==> src/hdl/assert_macros.svh <==
// ----------------------------------------------------------------------------
// Assertion macros
// Shared concurrent assertion helpers, compiled out for synthesis.
// ----------------------------------------------------------------------------
`ifndef ASSERT_MACROS_SVH
`define ASSERT_MACROS_SVH

`ifndef SYNTHESIS
`define ASSERT_ALWAYS(lbl, clk, rstn, prop, msg) \
  lbl: assert property (@(posedge clk) disable iff (!rstn) (prop)) else $error(msg);
`define ASSERT_NEXT(lbl, clk, rstn, ante, cons, msg) \
  lbl: assert property (@(posedge clk) disable iff (!rstn) (ante) |=> (cons)) \
    else $error(msg);
`else
`define ASSERT_ALWAYS(lbl, clk, rstn, prop, msg)
`define ASSERT_NEXT(lbl, clk, rstn, ante, cons, msg)
`endif

`endif

==> src/hdl/ipet_pkg.sv <==
// ----------------------------------------------------------------------------
// ipet_pkg
// Types, constants and helpers of the IPv4 prefix exception table.
// ----------------------------------------------------------------------------
`default_nettype none

package ipet_pkg;

  localparam int unsigned ADDR_W            = 32;
  localparam int unsigned LEN_W             = 6;
  localparam int unsigned STATUS_W          = 2;
  localparam int unsigned TABLE_ENTRIES_DEF = 16;

  typedef enum logic {
    OP_ADD   = 1'b0,
    OP_CHECK = 1'b1
  } op_e;

  typedef enum logic [STATUS_W-1:0] {
    STATUS_OK         = 2'd0,
    STATUS_BAD_PREFIX = 2'd1,
    STATUS_FULL       = 2'd2
  } status_e;

  // One request as it travels along the row of cells.
  typedef struct packed {
    logic              valid;
    op_e               op;
    logic [ADDR_W-1:0] addr;
    logic [ADDR_W-1:0] mask;
    logic              bad;
    logic              done;
  } stage_t;

  // Leading ones mask; a length of zero gives an all-zero mask.
  function automatic logic [ADDR_W-1:0] make_mask(input logic [LEN_W-1:0] len);
    make_mask = ~({ADDR_W{1'b1}} >> len);
  endfunction

endpackage

`default_nettype wire

==> src/hdl/ipet_if.sv <==
// ----------------------------------------------------------------------------
// ipet_if
// Valid/ready request and response channels of the prefix exception table.
// ----------------------------------------------------------------------------
`default_nettype none

interface ipet_req_if;
  logic                             valid;
  logic                             ready;
  logic                             operation;
  logic [ipet_pkg::ADDR_W-1:0]      address;
  logic [ipet_pkg::LEN_W-1:0]       prefix_len;

  modport source (output valid, output operation, output address, output prefix_len,
                  input ready);
  modport sink   (input valid, input operation, input address, input prefix_len,
                  output ready);
endinterface

interface ipet_rsp_if;
  logic                             valid;
  logic                             ready;
  logic [ipet_pkg::STATUS_W-1:0]    status;
  logic                             hit;

  modport source (output valid, output status, output hit, input ready);
  modport sink   (input valid, input status, input hit, output ready);
endinterface

`default_nettype wire

==> src/hdl/ipv4_prefix_exception_table.sv <==
// ----------------------------------------------------------------------------
// ipv4_prefix_exception_table
// Table of IPv4 prefix exceptions built as a row of entry cells.
// ----------------------------------------------------------------------------
// Channel   Port    Direction  Payload
// request   req_i   in         operation, address, prefix_len
// response  rsp_o   out        status, hit
//
// One request enters per cycle while no response is held on the output; each
// passes one cell a cycle through that cell's stage register, and its response
// is then taken into the output register. Reset empties every entry at once. A
// response held on the output freezes the whole row and the request side.
// ----------------------------------------------------------------------------
`default_nettype none

module ipv4_prefix_exception_table #(
  parameter int unsigned TABLE_ENTRIES = ipet_pkg::TABLE_ENTRIES_DEF
) (
  input  wire           clk_i,
  input  wire           rst_ni,
  ipet_req_if.sink      req_i,
  ipet_rsp_if.source    rsp_o
);

  ipet_pkg::stage_t                  chain [TABLE_ENTRIES+1];
  logic                              en;
  logic                              rsp_valid_q;
  logic [ipet_pkg::STATUS_W-1:0]     status_q;
  logic                              hit_q;
  ipet_pkg::status_e                 status_d;
  logic                              hit_d;

  assign en          = !rsp_valid_q || rsp_o.ready;
  assign req_i.ready = en;

  always_comb begin
    chain[0].valid = req_i.valid;
    chain[0].op    = ipet_pkg::op_e'(req_i.operation);
    chain[0].addr  = req_i.address;
    chain[0].mask  = ipet_pkg::make_mask(req_i.prefix_len);
    chain[0].bad   = (req_i.prefix_len > ipet_pkg::LEN_W'(ipet_pkg::ADDR_W));
    chain[0].done  = 1'b0;
  end

  for (genvar i = 0; i < TABLE_ENTRIES; i++) begin : g_cell
    ipet_cell u_cell (
      .clk_i   (clk_i),
      .rst_ni  (rst_ni),
      .en_i    (en),
      .stage_i (chain[i]),
      .stage_o (chain[i+1])
    );
  end

  always_comb begin
    status_d = ipet_pkg::STATUS_OK;
    hit_d    = 1'b0;
    if (chain[TABLE_ENTRIES].op == ipet_pkg::OP_ADD) begin
      if (chain[TABLE_ENTRIES].bad) begin
        status_d = ipet_pkg::STATUS_BAD_PREFIX;
      end else if (!chain[TABLE_ENTRIES].done) begin
        status_d = ipet_pkg::STATUS_FULL;
      end
    end else begin
      hit_d = chain[TABLE_ENTRIES].done;
    end
  end

  always_ff @(posedge clk_i or negedge rst_ni) begin
    if (!rst_ni) begin
      rsp_valid_q <= 1'b0;
    end else if (en) begin
      rsp_valid_q <= chain[TABLE_ENTRIES].valid;
    end
  end

  always_ff @(posedge clk_i) begin
    if (en) begin
      status_q <= status_d;
      hit_q    <= hit_d;
    end
  end

  assign rsp_o.valid  = rsp_valid_q;
  assign rsp_o.status = status_q;
  assign rsp_o.hit    = hit_q;

endmodule

`default_nettype wire

==> src/hdl/ipet_cell.sv <==
// ----------------------------------------------------------------------------
// ipet_cell
// One table entry: claims a passing add if free, flags a passing check on match.
// ----------------------------------------------------------------------------
`default_nettype none
`include "assert_macros.svh"

module ipet_cell (
  input  wire                    clk_i,
  input  wire                    rst_ni,
  input  wire                    en_i,
  input  wire ipet_pkg::stage_t  stage_i,
  output ipet_pkg::stage_t       stage_o
);

  logic                          entry_valid_q;
  logic [ipet_pkg::ADDR_W-1:0]   prefix_q;
  logic [ipet_pkg::ADDR_W-1:0]   mask_q;
  ipet_pkg::stage_t              stage_q;
  ipet_pkg::stage_t              stage_d;
  logic                          take;
  logic                          match;

  always_comb begin
    take = stage_i.valid && (stage_i.op == ipet_pkg::OP_ADD) && !stage_i.bad &&
           !stage_i.done && !entry_valid_q;
    match = entry_valid_q && ((stage_i.addr & mask_q) == prefix_q);
    stage_d = stage_i;
    if (stage_i.valid && (stage_i.op == ipet_pkg::OP_CHECK) && match) begin
      stage_d.done = 1'b1;
    end
    if (take) begin
      stage_d.done = 1'b1;
    end
  end

  always_ff @(posedge clk_i or negedge rst_ni) begin
    if (!rst_ni) begin
      entry_valid_q <= 1'b0;
      stage_q       <= '0;
    end else if (en_i) begin
      stage_q <= stage_d;
      if (take) begin
        entry_valid_q <= 1'b1;
      end
    end
  end

  always_ff @(posedge clk_i) begin
    if (en_i && take) begin
      prefix_q <= stage_i.addr & stage_i.mask;
      mask_q   <= stage_i.mask;
    end
  end

  assign stage_o = stage_q;

  `ASSERT_NEXT(a_entry_sticky, clk_i, rst_ni, entry_valid_q, entry_valid_q,
               "Entry lost its valid bit.")
  `ASSERT_NEXT(a_take_stores, clk_i, rst_ni, en_i && take,
               entry_valid_q && stage_q.done, "Add was not stored.")
  `ASSERT_NEXT(a_done_kept, clk_i, rst_ni, en_i && stage_i.valid && stage_i.done,
               stage_q.valid && stage_q.done, "Done flag dropped.")

endmodule

`default_nettype wire

==> src/flat_wrapper.sv <==
// flat-port wrapper written by rule: the top's interface ports become plain ports
module ipv4_prefix_exception_table_flat 
#(
  parameter int unsigned TABLE_ENTRIES = ipet_pkg::TABLE_ENTRIES_DEF
)
  (clk_i, rst_ni, req_i_valid, req_i_operation, req_i_address, req_i_prefix_len, req_i_ready, rsp_o_valid, rsp_o_status, rsp_o_hit, rsp_o_ready);
  ipet_req_if req_i_i ();
  ipet_rsp_if rsp_o_i ();
  input  wire clk_i;
  input  wire rst_ni;
  input wire logic [$bits(req_i_i.valid)-1:0] req_i_valid;
  input wire logic [$bits(req_i_i.operation)-1:0] req_i_operation;
  input wire logic [$bits(req_i_i.address)-1:0] req_i_address;
  input wire logic [$bits(req_i_i.prefix_len)-1:0] req_i_prefix_len;
  output wire logic [$bits(req_i_i.ready)-1:0] req_i_ready;
  output wire logic [$bits(rsp_o_i.valid)-1:0] rsp_o_valid;
  output wire logic [$bits(rsp_o_i.status)-1:0] rsp_o_status;
  output wire logic [$bits(rsp_o_i.hit)-1:0] rsp_o_hit;
  input wire logic [$bits(rsp_o_i.ready)-1:0] rsp_o_ready;
  assign req_i_i.valid = req_i_valid;
  assign req_i_i.operation = req_i_operation;
  assign req_i_i.address = req_i_address;
  assign req_i_i.prefix_len = req_i_prefix_len;
  assign req_i_ready = req_i_i.ready;
  assign rsp_o_valid = rsp_o_i.valid;
  assign rsp_o_status = rsp_o_i.status;
  assign rsp_o_hit = rsp_o_i.hit;
  assign rsp_o_i.ready = rsp_o_ready;
  ipv4_prefix_exception_table #(.TABLE_ENTRIES(TABLE_ENTRIES)) u_core (.clk_i(clk_i), .rst_ni(rst_ni), .req_i(req_i_i), .rsp_o(rsp_o_i));
endmodule
==> config.mk <==
export PLATFORM = sky130hd
export DESIGN_NAME = ipv4_prefix_exception_table_flat
export DESIGN_NICKNAME = d
export VERILOG_FILES = /design/src/hdl/ipet_pkg.sv /design/src/hdl/ipet_if.sv /design/src/hdl/ipv4_prefix_exception_table.sv /design/src/hdl/ipet_cell.sv /design/src/flat_wrapper.sv
export VERILOG_INCLUDE_DIRS = /design/src /design/src/hdl
export SDC_FILE = /design/constraint.sdc
export NUM_CORES = 2
export LEC_CHECK = 0
export BUFFER_PORTS_ARGS = -buffer_cell sky130_fd_sc_hd__buf_2
export CAP_MARGIN = 20
export CORE_MARGIN = 2
export CORE_UTILIZATION = 65
export CTS_CLUSTER_SIZE = 8
export DETAILED_ROUTE_END_ITERATION = 8
export PLACE_DENSITY = 0.81
export SYNTH_ARGS = -nofsm -noshare
export SYNTH_HDL_FRONTEND = slang
export SYNTH_SLANG_ARGS = --single-unit
==> constraint.sdc <==
create_clock -name clk_i -period 16.5 [get_ports clk_i]
set_clock_uncertainty 0.15 [all_clocks]
set_input_delay 0.825 -clock clk_i [delete_from_list [all_inputs] [get_ports clk_i]]
set_output_delay 0.825 -clock clk_i [all_outputs]
set_load 0.03 [all_outputs]
# Yosys cells after proc, flatten, opt, wreduce, memory -nomap -nowiden

Cells that the tools add are included.

Bits in registers: 2,068
Input port bits: 43
Output and inout bits: 5
Logic and storage cells: 440

Magnitude comparators: 1
Eq/ne operators: 16
Shift operators: 1
Multiplexer cells: 34
Bitwise logic cells: 49
Reduce and logical (&&, ||, !) cells: 193

Operators with widths:

| kind                    | number |
|---|---|
| $and A32 B32 Y32        | 32 |
| $eq A32 B32 Y1          | 16 |
| $logic_and A1 B1 Y1     | 127 |
| $logic_not A1 Y1        | 48 |
| $mux W1                 | 33 |
| $not A32 Y32            | 1 |
| $reduce_and A2 Y1       | 16 |
| $shr A32 B6 Y32 const A | 1 |
| $not A1 Y1              | 16 |
| $gt A6 B6 Y1 const B    | 1 |
| $mux W2                 | 1 |
| $reduce_or A2 Y1        | 1 |
| $logic_or A1 B1 Y1      | 1 |

# Longest topological paths before layout

Depth in word-level cells: 6
Depth in mapped cells: 8

# Cells and area by module

A second synthesis with hierarchy kept.

Cells, all modules: 5,270
Area, all modules: 83,085.9 µm²

Modules (own cells, without submodules):

| module                      | instances | cells an instance | area an instance (µm²) | seq. area each (µm²) |
|---|---|---|---|---|
| ipet_cell                   | 16        | 325               | 5,161.2                | 3,648.5 |
| ipv4_prefix_exception_table | 1         | 70                | 506.7                  | 115.1 |

# Worst setup path after synthesis

OpenSTA, ideal clock, no wires.

Path type: input to register
Start point: input rsp_o_ready
End point: register u_core.g_cell[10].u_cell.entry_valid_q
Data arrival time: 6.624 ns
Required time: 16.256 ns
Path slack: 9.632 ns
Cell stages on the path: 7
Buffers on the path: 2
Path through: nor2b_1 buf_2 inv_2 buf_2 nand2_1 nor3b_1 or2_2

Cells in the longest elaborated chain, start to end: 2

Ends and longest elaborated chain:

| item                        | line                              | RTL |
|---|---|---|
| from (decl)                 | flat_wrapper.sv:19                | `input wire logic [$bits(rsp_o_i.ready)-1:0] rsp_o_ready;` |
| $logic_or A1 B1 Y1          | ipv4_prefix_exception_table.sv:33 | `assign en = !rsp_valid_q \|\| rsp_o.ready;` |
| $reduce_and A2 Y1 (no line) | --                                |  |
| to (signal assigned)        | ipet_cell.sv:39                   | `entry_valid_q <= 1'b0;` |
| to (signal assigned)        | ipet_cell.sv:44                   | `entry_valid_q <= 1'b1;` |
| to (decl)                   | ipet_cell.sv:16                   | `logic entry_valid_q;` |

No other way between the ends.
A chain may end at the register's enable or synchronous reset.

# Worst setup path in the final report

Start point: register u_core.rsp_valid_q, in the netlist u_core.rsp_o.valid
End point: register u_core.g_cell[9].u_cell.stage_q (netlist bit u_core.g_cell[9].u_cell.stage_o[0])

Cells in the longest elaborated chain, start to end: 2

Ends and longest elaborated chain:

| item                   | line                              | RTL |
|---|---|---|
| from (decl)            | ipv4_prefix_exception_table.sv:27 | `logic rsp_valid_q;` |
| from (signal assigned) | ipv4_prefix_exception_table.sv:73 | `rsp_valid_q <= chain[TABLE_ENTRIES].valid;` |
| $logic_not A1 Y1       | ipv4_prefix_exception_table.sv:33 |  |
| $logic_or A1 B1 Y1     | ipv4_prefix_exception_table.sv:33 |  |
| to (signal assigned)   | ipet_cell.sv:42                   | `stage_q <= stage_d;` |
| to (decl)              | ipet_cell.sv:19                   | `ipet_pkg::stage_t stage_q;` |

No other way between the ends.

==> impl_metrics.env <==
export IMPL_yosysSeqAreaShare=0.696
export IMPL_route_detailed_drc=0
export IMPL_worst_ir_drop_vdd_mv=0.125
export IMPL_cap_violations=0
export IMPL_critical_path_class="reg -> reg"
export IMPL_grt_usage=0.298
export IMPL_grt_pass1_wl_um=299000
export IMPL_pre_cts_slack_ns=10.41
export IMPL_gp_congestion=0.832
export IMPL_clock_sinks=2068
export IMPL_clock_path_buffers=4
export IMPL_cts_buffers=308
export IMPL_cts_tree="done"
export IMPL_netlist_area_mm2=0.0817
export IMPL_mostFrequentLayoutCells="nand2_1 (3,249), dfrtp_1 (1,041), edfxtp_1 (1,027)"
export IMPL_arrival_ns=6.20
export IMPL_htree_levels=5
export IMPL_drive_gt1_frac=0.0610
export IMPL_ys_ff_latch=2068
export IMPL_vias_per_cell=5.82
export IMPL_p_leak_nw=40.4
export IMPL_path_delay_family="buffers and inverters"
export IMPL_worstMarginPinSlew_ns=1.11
export IMPL_drtPass1Iterations=5
export IMPL_post_cts_repair_setup_buffers=0
export IMPL_finalPower_mw=17.1
export IMPL_synthCells=7289
export IMPL_io_buffers=47
export IMPL_cp_startpoint="u_core.rsp_o.valid"
export IMPL_worst_ep_required_time_ns=17.08
export IMPL_root_buffer="clkbuf_16"
export IMPL_worstHoldPathType="in -> reg"
export IMPL_finalSetupTns_ns=0
export IMPL_dpl_hpwl_um=117000
export IMPL_finalSetupViolCount=0
export IMPL_syn_num_nets=7332
export IMPL_num_rows=130
export IMPL_crit_top_cell="buf_4"
export IMPL_slew_headroom=0.263
export IMPL_cpPeakStageDelay_ns=0.91
export IMPL_core_area_mm2=0.125
export IMPL_routed_wl_um=188000
export IMPL_min_period_over_period=0.340
export IMPL_p_switching_mw=5.49
export IMPL_cp_slowest_cell="buf_4"
export IMPL_seq_power_share=0.505
export IMPL_synth_top_area_frac=0.377
export IMPL_start_util=0.652
export IMPL_die_y_um=359
export IMPL_min_period_ns=5.62
export IMPL_ys_warn_count=0
export IMPL_antenna_found_initial=2
export IMPL_clk_latency_ns=0.89
export IMPL_hold_violations=0
export IMPL_grt_max_degree=211
export IMPL_die_x_um=359
export IMPL_io_pin_count=48
export IMPL_timing_fmax_mhz=178
export IMPL_clkSlewWorstSetupHoldPaths_ns=0.05
export IMPL_critPathCaptureType="register"
export IMPL_grt_pass1_vias=55000
export IMPL_synthToLayoutAreaGrowth_pct=13.1
export IMPL_die_area_mm2=0.129
export IMPL_num_vias=54400
export IMPL_seqCellArea_mm2=0.0569
export IMPL_synth_distinct_cells=57
export IMPL_synth_area_leaders="edfxtp_1 (38%), dfrtp_1 (32%), nand2_1 (15%), and2_1 (3.8%), xnor2_1 (2.8%)"
export IMPL_layout_commonest_cell="nand2_1"
export IMPL_maxSlewViolCount=0
export IMPL_path_buf_inv=5
export IMPL_whs_ns=0.0408
export IMPL_clkPwrFrac=0.331
export IMPL_worstPathMaxFanout=103
export IMPL_synth_edf_count=1027
export IMPL_final_util=0.738
export IMPL_fin_ws_ns=10.88
export IMPL_wire_per_inst_um=20.2
export IMPL_hold_path_startpoint="req_i_address[2]"
export IMPL_overflow=0
export IMPL_final_nets=7519
export IMPL_fillerInstances=7591
export IMPL_switching_share=0.321
export IMPL_crit_chain="nor2b_4 -> buf_4 -> buf_4 -> buf_4 -> buf_4 -> buf_4 -> nor2_1 -> a21oi_1 -> o21ai_0"
export IMPL_synth_avg_cell_area_um2=11.2
export IMPL_yosys_area_top_type="edfxtp_1"
export IMPL_multi_input_area_mm2=0.0239
export IMPL_pwr_density_cell_mw_per_mm2=185
export IMPL_rsz0062_at_grt="false"
export IMPL_antenna_cells=0
export IMPL_power_internal_mw=11.6
export IMPL_postRouteAntennaNets=0
export IMPL_synthFlopType="dfrtp_1"
export IMPL_r2r_start="u_core.rsp_o.valid"
export IMPL_drt_iter0_markers=5502
export IMPL_pwr_share_comb=0.164
export IMPL_async_flop_share=0.503
export IMPL_outcome="complete, no violations"
export IMPL_cp_start_kind="register"
[worst register-to-register path: stages, from the launching register on]
cell and delay (ns):
dfrtp_1 0.34, nor2b_4 0.13, buf_4 0.81, buf_4 0.90
buf_4 0.84, buf_4 0.89, buf_4 0.95, nor2_1 0.19
a21oi_1 0.17, o21ai_0 0.10
[power by group through the flow]
| stage | Clock (mW) | Combinational (mW) | Sequential [mW] |
|---|---|---|---|
| 3_3_place_gp | 0 | 2.62 | 8.59 |
| 5_1_grt | 5.94 | 3.20 | 8.78 |
| 4_1_cts | 5.71 | 2.84 | 8.61 |
| 3_5_place_dp | 0 | 2.76 | 8.65 |
| 6_report | 5.66 | 2.81 | 8.64 |
| 2_1_floorplan | 0 | 2.10 | 7.95 |
[worst paths after layout]
kind / cells past startpoint / endpoint / slack, ns
worst max-delay path: 9 / u_core.g_cell[9].u_cell.stage_o[0] / 10.88
min in group asynchronous: 2 / u_core.g_cell[5].u_cell.stage_o[13] / 0.43
worst min-delay path: 3 / u_core.g_cell[0].u_cell.stage_o[36] / 0.04
worst min register to register: 0 / u_core.g_cell[15].u_cell.mask_q[31] / 0.31
max in group asynchronous: 5 / u_core.g_cell[14].u_cell.stage_o[32] / 12.70
worst max register to register: 9 / u_core.g_cell[9].u_cell.stage_o[0] / 10.88
[sequential cells by signal (all words and copies together) (netlist names)]
register / cells
u_core.rsp_o.valid: 1
u_core.g_cell.u_cell.entry_valid_q: 16
u_core.g_cell.u_cell.stage_o: 1024
u_core.rsp_o.hit: 1
u_core.g_cell.u_cell.mask_q: 512
u_core.rsp_o.status: 2
u_core.g_cell.u_cell.prefix_q: 512
[through the flow]
| step | instance area (um^2) | cells |
|---|---|---|
| final | 92400 | 9349 |
| after global routing | 92400 | 9349 |
| after CTS | 92400 | 9348 |
| after detailed placement | 83600 | 8807 |
| after global placement | 83600 | 8807 |
| after floorplan | 81700 | 7289 |
[per-layer routing]
| layer | global-route usage | wire [um] | vias up |
|---|---|---|---|
| met2 | 0.508 | 97200 | 1883 |
| met5 | 0 | 8 | - |
| met1 | 0.390 | 73300 | 27500 |
| met3 | 0.0417 | 10700 | 462 |
| li1 | - | - | 24600 |
| met4 | 0.122 | 7170 | 2 |
[what timing repair did]
| item | CTS | global route |
|---|---|---|
| setup endpoints to repair | 0 | 0 |
| gates resized for setup | 0 | 0 |
| hold buffers | 8 | 0 |
| endpoints found under the hold margin | 97 | 0 |
[synthesized netlist by cell type, types with 4 or more instances]
master    count
a21boi_0     57
nor3_1       39
buf_1         7
a21oi_1     161
or4_1         5
o22ai_1      31
nand4_1      23
o21ai_1       4
and3_1      115
and4b_1      21
nor4_1       53
o21ai_0      21
xnor2_1     257
xor2_1       13
and2_1      500
buf_2        92
a21o_1       52
o22a_1       29
nand3_1      70
and3b_1      59
nor2b_1      14
o211ai_1      5
a211oi_1     59
or2_2        17
nand2_1    3249
clkbuf_1    134
nor2_1       60
edfxtp_1   1027
dfrtp_1    1041
inv_1        13
a31oi_1      13
nor3b_1      15
[logic make-up after synthesis]
logic type,after synthesis,synth area share
DFF,2068,0.696
buffers and inverters,248,0.0128
and+or+nand+nor,4254,0.226
AOI/OAI and AO/OA,447,0.0355
xor gates and xnor gates,270,0.0289
muxes,2,0.000276
[area by class of cell]
class                           instances  share of cell area
Sequential cell                      2068               0.616
Multi-Input combinational cell       4973               0.258
Timing Repair Buffer                  110             0.00870
Clock buffer                          528              0.0942
Tap cell                             1650              0.0223
Clock inverter                          5            0.000474
Inverter                               15            0.000690
Note: power is estimated with default switching activity, not from simulation.
